$ cat config.mk
export PLATFORM = sky130hd
export DESIGN_NAME = esenv_cell
export DESIGN_NICKNAME = d
export VERILOG_FILES = /design/src/hdl/esenv_pkg.sv /design/src/hdl/esenv_cell.sv
export SDC_FILE = /design/constraint.sdc
export NUM_CORES = 1
export LEC_CHECK = 0
export BUFFER_PORTS_ARGS = -buffer_cell sky130_fd_sc_hd__buf_2
export CORE_AREA = 4 4 155 157
export DETAILED_ROUTE_END_ITERATION = 8
export DIE_AREA = 0 0 159 161
export GPL_TIMING_DRIVEN = 0
export PLACE_DENSITY = 0.78
export SLEW_MARGIN = 10
export SYNTH_ARGS = -nofsm -noshare
export SYNTH_HDL_FRONTEND = slang
export SYNTH_SLANG_ARGS = --single-unit
$ cat constraint.sdc
create_clock -name clk -period 3.5 [get_ports clk]
set_input_delay 0.7 -clock clk [delete_from_list [all_inputs] [get_ports clk]]
set_output_delay 0.7 -clock clk [all_outputs]
set_load 0.005 [all_outputs]
$ cat src/hdl/esenv_pkg.sv
// Package for the eased segment envelope: sizes, codes, state types and the
// query record that travels down the row of segment cells. No dependencies.
`default_nettype none
package esenv_pkg;
	localparam int MAX_SEGMENTS = 16;
	localparam int CNT_W = $clog2(MAX_SEGMENTS + 1);

	localparam logic [1:0] KIND_APPEND = 2'd0;
	localparam logic [1:0] KIND_CLEAR  = 2'd1;
	localparam logic [1:0] KIND_EVAL   = 2'd2;
	localparam logic [1:0] KIND_RSVD   = 2'd3;

	localparam logic [1:0] STATUS_OK    = 2'd0;
	localparam logic [1:0] STATUS_EMPTY = 2'd1;
	localparam logic [1:0] STATUS_FULL  = 2'd2;

	localparam logic [2:0] EASE_LINEAR = 3'd0;
	localparam logic [2:0] EASE_HOLD   = 3'd1;
	localparam logic [2:0] EASE_SQUARE = 3'd2;
	localparam logic [2:0] EASE_MIRROR = 3'd3;
	localparam logic [2:0] EASE_DECEL  = 3'd4;

	localparam logic [16:0] ONE_Q16 = 17'h10000;

	typedef enum logic [1:0] {T_IDLE, T_SEARCH, T_MATH} top_state_t;
	typedef enum logic [2:0] {M_IDLE, M_DIV, M_SQ, M_EO, M_EO2, M_MUL, M_ADD, M_SCL}
		math_state_t;

	typedef struct packed {
		logic        vld;
		logic        started;
		logic        found;
		logic [31:0] off;
		logic [31:0] cur_t;
		logic [31:0] cur_v;
		logic [2:0]  cur_e;
		logic        has_nxt;
		logic [31:0] nxt_t;
		logic [31:0] nxt_v;
	} query_t;
endpackage
`default_nettype wire

$ cat src/hdl/esenv_cell.sv
// One segment cell: holds a segment and advances the search query by one cell.
// Depends on esenv_pkg.
`default_nettype none
module esenv_cell
	import esenv_pkg::*;
(
	input  wire logic        clk,
	input  wire logic        arst_n,
	input  wire logic        wr_en,
	input  wire logic [31:0] wr_time,
	input  wire logic [31:0] wr_value,
	input  wire logic [2:0]  wr_ease,
	input  wire logic        occupied,
	input  wire query_t      q_in,
	output query_t           q_out
);
	logic [31:0] t_q;
	logic [31:0] v_q;
	logic [2:0]  e_q;
	query_t      q_next;
	logic        vld_s1;
	query_t      q_s1;

	always_ff @(posedge clk) begin
		if (wr_en) begin
			t_q <= wr_time;
			v_q <= wr_value;
			e_q <= wr_ease;
		end
	end

	always_comb begin
		q_next = q_in;
		if (q_in.vld && occupied) begin
			if (!q_in.started) begin
				q_next.started = 1'b1;
				q_next.cur_t = t_q;
				q_next.cur_v = v_q;
				q_next.cur_e = e_q;
			end else if (!q_in.found) begin
				if (q_in.off > t_q) begin
					q_next.cur_t = t_q;
					q_next.cur_v = v_q;
					q_next.cur_e = e_q;
				end else begin
					q_next.found = 1'b1;
					q_next.has_nxt = 1'b1;
					q_next.nxt_t = t_q;
					q_next.nxt_v = v_q;
				end
			end
		end
	end

	always_ff @(posedge clk or negedge arst_n) begin
		if (!arst_n) begin
			vld_s1 <= 1'b0;
		end else begin
			vld_s1 <= q_next.vld;
		end
	end

	always_ff @(posedge clk) begin
		q_s1 <= q_next;
	end

	always_comb begin
		q_out = q_s1;
		q_out.vld = vld_s1;
	end
endmodule
`default_nettype wire

==> results of run 1 <==
==> cell type report <==
type | count | area (sq um)
diodes | 3 | 7.51
plain buffers | 52 | 263
clock buffers | 37 | 721
clock inverters | 7 | 37.5
fillers | 1943 | 10600
inverters | 33 | 124
multi-input cells | 423 | 3010
flip-flops and latches | 234 | 5360
well taps | 285 | 357
repair buffers | 406 | 2060
==> cell families (layout without fill, tap and decap cells) <==
kind of cell / Yosys count / in the layout
and+or+nand+nor: 164 / 164
muxes: 64 / 64
other: 0 / 3
AOI/OAI and AO/OA: 163 / 163
adders and majority gates: 32 / 32
buffers and inverters: 85 / 535
DFF: 234 / 234
==> per-layer routing <==
layer / share of wire / routed length, microns / vias to the layer above / global-route usage
met3: 0.088 / 2670 / 67 / 0.0714
met5: 0.0016 / 49 / - / 0
li1: - / - / 3551 / -
met1: 0.38 / 11400 / 3571 / 0.250
met4: 0.032 / 966 / 8 / 0.0734
met2: 0.50 / 15200 / 419 / 0.398
==> power groups by stage <==
stage          registers [mW]  clock network (mW)  logic [mW]
5_1_grt                  3.14                2.64       0.806
2_1_floorplan            3.16                   0       0.278
3_5_place_dp             3.17                   0       0.730
6_report                 3.12                2.47       0.734
4_1_cts                  3.12                2.52       0.737
3_3_place_gp             3.17                   0       0.707
==> metrics by stage <==
step / std cells / util / setup WS [ps]
after floorplan: 742 / - / 575
after global placement: 1431 / 0.494 / -308
final: 1480 / 0.531 / 162
after global routing: 1480 / 0.531 / -68.0
after CTS: 1477 / 0.530 / 79.5
after detailed placement: 1432 / 0.496 / -363
==> state kept, by name, summed over array words and instances, names as in the netlist <==
register and flops:
q_out 166, t_q 32, v_q 32, e_q 3, vld_s1 1
==> repair_timing <==
action | 4_1_cts | 5_1_grt
setup endpoints to repair | 21 | 71
gates resized for setup | 2 | 3
hold buffers | 1 | 0
pin swaps | 0 | 0
endpoints found under the hold margin | 1 | 0
==> cell usage in the layout (no fill, tap or decap), types with 25 or more instances in the layout <==
cell type,n
buf_2,414
dfxtp_1,166
nand2_1,141
o211ai_1,135
edfxtp_1,67
mux2_1,57
clkbuf_1,39
inv_1,33
ha_1,32
clkbuf_16,25
==> final timing paths <==
check | startpoint | cells after the start | slack [ps] | to
setup / recovery | t_q[15] | 11 | 160 | q_out[62]
hold / removal | q_in[150] | 1 | 300 | q_out[150]
setup reg to reg | t_q[15] | 11 | 160 | q_out[62]
hold reg to reg | e_q[2] | 2 | 490 | q_out[67]
max in group asynchronous | arst_n | 2 | 2930 | vld_s1
min in group asynchronous | arst_n | 2 | 480 | vld_s1
==> critical path: cells and delay by family, from the launching register on <==
family                     cells  cell delay, ps
AOI/OAI and AO/OA              1             120
adders and majority gates      1             300
buffers and inverters          4             740
DFF                            1             530
muxes                          1             360
and+or+nand+nor                4            1140
==> results.sh, run 1 <==
export IMPL_status="complete, no violations"
export IMPL_synth_top_family_by_area="compound AO/OA/AOI/OAI gates"
export IMPL_routed_wl_mm=30.2
export IMPL_num_vias=7616
export IMPL_p_comb_frac=0.116
export IMPL_synth_edf_count=67
export IMPL_syn_inst=742
export IMPL_first_pass_iters=5
export IMPL_min_period_over_period=0.954
export IMPL_yosysWarnings=0
export IMPL_grt_ovfl_total=0
export IMPL_path_clk_slew_ps=70
export IMPL_period_needed_ps=3340
export IMPL_post_cts_setup_buffer_count=0
export IMPL_row_count=55
export IMPL_pwr_share_seq=0.493
export IMPL_placed_cell_area_sq_mm=0.0112
export IMPL_max_freq_mhz=300
export IMPL_synthFlopType="dfxtp_1"
export IMPL_track_usage=0.221
export IMPL_synth_top_area_frac=0.380
export IMPL_p_total_mw=6.33
export IMPL_p_leak_nw=5.39
export IMPL_relSlewSlack=0.540
export IMPL_antenna_found_initial=8
export IMPL_ios=405
export IMPL_cts_tree="yes"
export IMPL_end_kind="flip-flop"
export IMPL_worstPathRequired_ps=3890
export IMPL_yosysTopAreaCell="dfxtp_1"
export IMPL_hold_viol=0
export IMPL_drtIter0Drc=429
export IMPL_grt_pass1_wl_mm=44.5
export IMPL_cp_cell_sequence="inv_1 -> ha_1 -> nand4_1 -> nor4_2 -> nor2b_1 -> o41a_1 -> buf_2 -> nor4_4 -> buf_6 -> buf_6 -> mux2_1"
export IMPL_synth_cell_area_sq_mm=0.00874
export IMPL_drc=0
export IMPL_grt_start_max_net_pins=43
export IMPL_post_synth_top_count_cell="dfxtp_1"
export IMPL_switching_power_mw=1.55
export IMPL_sw_frac_of_total=0.246
export IMPL_dp_hpwl_mm=23.0
export IMPL_min_delay_path_class="primary input to flip-flop"
export IMPL_critPathLaunchType="flip-flop"
export IMPL_clkPwrFrac=0.391
export IMPL_finClkSkew_ps=13.7
export IMPL_design_core_area_sq_mm=0.0225
export IMPL_path_class="flip-flop to flip-flop"
export IMPL_final_area_sq_mm=0.0119
export IMPL_drive_gt1_frac=0.398
export IMPL_worstPathMaxFanout=10
export IMPL_dieArea_sq_mm=0.0256
export IMPL_syn_nets=1012
export IMPL_synth_top_cells_by_area="dfxtp_1, edfxtp_1, o211ai_1"
export IMPL_synth_compound_area_share=0.137
export IMPL_p_int_mw=4.77
export IMPL_ys_seq_elements=234
export IMPL_synth_xor_area_frac=0
export IMPL_synth_seq_area_share=0.613
export IMPL_synthTopCellsByCount="dfxtp_1, nand2_1, o211ai_1, edfxtp_1, mux2_1"
export IMPL_maxSlewViolCount=0
export IMPL_die_h_microns=161
export IMPL_setup_violations=0
export IMPL_die_w_microns=159
export IMPL_grt_pass1_vias=7888
export IMPL_fin_nets=1445
export IMPL_clk_path_buf_depth=3
export IMPL_synth_simple_area_share=0.0778
export IMPL_rsz0062_at_grt="yes"
export IMPL_avgSynthCellArea_sq_um=11.8
export IMPL_wl_per_cell_microns=20.4
export IMPL_portBuffers=404
export IMPL_synth_async_sr_flop_share=0.00427
export IMPL_max_stage_delay_ps=530
export IMPL_hold_slack_ps=296
export IMPL_peakVddDrop_mv=0.444
export IMPL_muxShareOfSynthArea=0.0824
export IMPL_place_gp_congestion=0.822
export IMPL_p_per_area_mw_per_mm2=530
export IMPL_area_delta_synth_final_pct=36.6
export IMPL_cts_sinks=234
export IMPL_cts_made_buffers=25
export IMPL_clockRootBuffer="clkbuf_16"
export IMPL_setup_tns_ps=0
export IMPL_synthDistinctLibCells=35
export IMPL_crit_path_top_delay_cell="edfxtp_1"
export IMPL_path_common_cell="buf_6"
export IMPL_htreeDepth=1
export IMPL_detail_route_antenna_nets=0
export IMPL_viasPerCell=5.15
export IMPL_synth_adder_area_share=0.0458
export IMPL_start_util=0.389
export IMPL_cp_arrival_ps=3730
export IMPL_tightestPinTransition_ps=689
export IMPL_cap_violations=0
export IMPL_clk_latency_ps=520
Power figures use the tool's default switching activity.
==> inputs of run 2 (changes only) <==
--- a/config.mk
+++ b/config.mk
@@ -5,12 +5,13 @@
 export SDC_FILE = /design/constraint.sdc
 export NUM_CORES = 1
 export LEC_CHECK = 0
+export ABC_AREA = 1
 export BUFFER_PORTS_ARGS = -buffer_cell sky130_fd_sc_hd__buf_2
-export CORE_AREA = 4 4 155 157
+export CORE_AREA = 4 4 156 158
 export DETAILED_ROUTE_END_ITERATION = 8
-export DIE_AREA = 0 0 159 161
+export DIE_AREA = 0 0 160 162
 export GPL_TIMING_DRIVEN = 0
-export PLACE_DENSITY = 0.78
+export PLACE_DENSITY = 0.74
 export SLEW_MARGIN = 10
 export SYNTH_ARGS = -nofsm -noshare
 export SYNTH_HDL_FRONTEND = slang
==> results.sh, run 2 <==
export IMPL_status="complete, no violations"
export IMPL_path_common_cell="nand2_1"
export IMPL_min_delay_path_class="primary input to flip-flop"
export IMPL_viasPerCell=4.58
export IMPL_synth_async_sr_flop_share=0.00427
export IMPL_yosysTopAreaCell="dfxtp_1"
export IMPL_min_period_over_period=0.778
export IMPL_tightestPinTransition_ps=766
export IMPL_synth_edf_count=67
export IMPL_worstPathMaxFanout=10
export IMPL_first_pass_iters=6
export IMPL_maxSlewViolCount=0
export IMPL_r2r_start="t_q[30]"
export IMPL_drc=0
export IMPL_p_per_area_mw_per_mm2=565
export IMPL_crit_path_top_delay_cell="edfxtp_1"
export IMPL_wl_per_cell_microns=17.0
export IMPL_worstPathRequired_ps=3880
export IMPL_track_usage=0.191
export IMPL_clk_path_buf_depth=3
export IMPL_synth_top_area_frac=0.412
export IMPL_setup_tns_ps=0
export IMPL_p_total_mw=6.38
export IMPL_max_freq_mhz=367
export IMPL_syn_nets=1061
export IMPL_design_core_area_sq_mm=0.0231
export IMPL_ios=405
export IMPL_cap_violations=0
export IMPL_cts_resized=0
export IMPL_cp_arrival_ps=3110
export IMPL_row_count=56
export IMPL_cts_sinks=234
export IMPL_portBuffers=404
export IMPL_detail_route_antenna_nets=0
export IMPL_clockRootBuffer="clkbuf_16"
export IMPL_avgSynthCellArea_sq_um=10.2
export IMPL_final_common_cell="buf_2"
export IMPL_die_h_microns=162
export IMPL_syn_inst=791
export IMPL_hold_slack_ps=309
export IMPL_end_kind="flip-flop"
export IMPL_grt_ovfl_total=0
export IMPL_preCtsSetupSlack_ps=297
export IMPL_setup_ws_ps=778
export IMPL_largest_register_ffs=166
export IMPL_routed_wl_mm=26.0
export IMPL_dp_hpwl_mm=20.4
export IMPL_max_stage_delay_ps=380
export IMPL_cts_tree="yes"
export IMPL_antenna_found_initial=1
export IMPL_p_leak_nw=5.96
export IMPL_path_class="flip-flop to flip-flop"
export IMPL_setup_violations=0
export IMPL_mostFrequentLayoutCells="buf_2, nand2_1, dfxtp_1"
export IMPL_crit_path_start="t_q[30]"
export IMPL_num_vias=7020
export IMPL_synthTopCellsByCount="nand2_1, dfxtp_1, inv_1, nand3_1, edfxtp_1"
export IMPL_synth_top_cells_by_area="dfxtp_1, edfxtp_1, nand2_1"
export IMPL_area_delta_synth_final_pct=40.0
export IMPL_cp_cell_sequence="inv_1 -> ha_1 -> nand2_1 -> nor2_1 -> nand2_1 -> nor2_1 -> nand4_1 -> nand2_1 -> nand3_2 -> buf_4 -> buf_4 -> nand2_1 -> o21ai_1"
export IMPL_place_gp_congestion=0.919
export IMPL_cts_made_buffers=25
export IMPL_grt_pass1_wl_mm=39.1
export IMPL_placed_cell_area_sq_mm=0.0105
export IMPL_synth_cell_area_sq_mm=0.00807
export IMPL_start_util=0.349
export IMPL_period_needed_ps=2720
export IMPL_die_w_microns=160
export IMPL_hold_viol=0
export IMPL_drive_gt1_frac=0.384
export IMPL_hold_path_startpoint="q_in[161]"
export IMPL_yosysWarnings=0
export IMPL_fin_nets=1494
export IMPL_relSlewSlack=0.489
export IMPL_grt_pass1_vias=7213
export IMPL_synthDistinctLibCells=21
export IMPL_clk_latency_ps=510
export IMPL_drtIter0Drc=474
export IMPL_htreeDepth=1
export IMPL_synth_seq_area_share=0.664
export IMPL_grt_start_max_net_pins=35
export IMPL_rsz0062_at_grt="no"
export IMPL_post_synth_top_count_cell="nand2_1"
export IMPL_ys_seq_elements=234
export IMPL_path_clk_slew_ps=60
export IMPL_synthFlopType="dfxtp_1"
export IMPL_critPathLaunchType="flip-flop"
export IMPL_final_area_sq_mm=0.0113
export IMPL_peakVddDrop_mv=0.394
export IMPL_finClkSkew_ps=16.1
export IMPL_dieArea_sq_mm=0.0259
[run 2: cell types whose count changed in the layout (fill, tap and decap cells not counted), moves of 4 or more]
cell	delta
inv_1	+44
clkbuf_1	-27
o211ai_1	-135
nand3_1	+68
mux2_2	-7
nand4_1	-6
nor2_1	+9
buf_4	+4
buf_6	+6
mux2_1	-57
nand2_1	+100
o21ai_1	+56
o21ai_0	+7
clkbuf_8	-4
[run 2: cells by family (layout without fill, tap and decap cells)]
family,count (synthesis),after routing,share of synthesized area
AND/OR/NAND/NOR,330,330,0.167
flip-flops,234,234,0.664
buffers and inverters,115,566,0.0690
AO/OA/AOI/OAI,80,80,0.0502
adder cells (fa/ha/maj),32,32,0.0496
other,0,1,0
[run 2: final timing paths]
| check | cells after the start | slack (ps) | to |
|---|---|---|---|
| setup / recovery | 13 | 780 | q_out[39] |
| hold / removal | 1 | 310 | q_out[161] |
| setup reg to reg | 13 | 780 | q_out[39] |
| hold reg to reg | 2 | 480 | q_out[66] |
| max in group asynchronous | 2 | 2920 | vld_s1 |
| min in group asynchronous | 2 | 490 | vld_s1 |
[run 2: per-stage QoR]
stage                util  instances
floorplan               -        791
global placement    0.452       1485
detailed placement  0.453       1486
CTS                 0.489       1532
global route        0.489       1533
finish              0.489       1533
[run 2: layout make-up]
type	instances	area, sq um
Fill cell	2160	11800
Clock inverter	15	158
Inverter	79	297
Sequential cell	234	5360
Timing Repair Buffer	406	2050
Antenna cell	1	2.50
Buffer	36	260
Tap cell	290	363
Clock buffer	30	654
Multi-Input combinational cell	442	2150
[run 2: worst max-delay path: cells and delay by family, from the launching register on]
family	cells	cell delay [ps]
AND/OR/NAND/NOR	8	1330
buffers and inverters	3	520
flip-flops	1	380
adder cells (fa/ha/maj)	1	270
AO/OA/AOI/OAI	1	80
[run 2: per-layer routing]
layer	part of all wire	GRT usage	vias up
met3	0.075	0.0406	60
li1	-	-	3418
met5	0	0	-
met1	0.39	0.233	3226
met4	0.032	0.0684	0
met2	0.50	0.335	316
[run 2: where the power goes]
| group | internal, mW | leakage [nW] | total [mW] | switching (mW) |
|---|---|---|---|---|
| clock | 1.56 | 0.404 | 2.62 | 1.06 |
| sequential | 3.00 | 2.07 | 3.07 | 0.0704 |
| combinational | 0.316 | 3.49 | 0.694 | 0.379 |
[run 2: repair_timing]
action                                  in CTS  in global routing
endpoints found under the hold margin        1                  0
buffers inserted                             0                  0
hold buffers                                 1                  0
endpoints found under the setup margin       0                  0
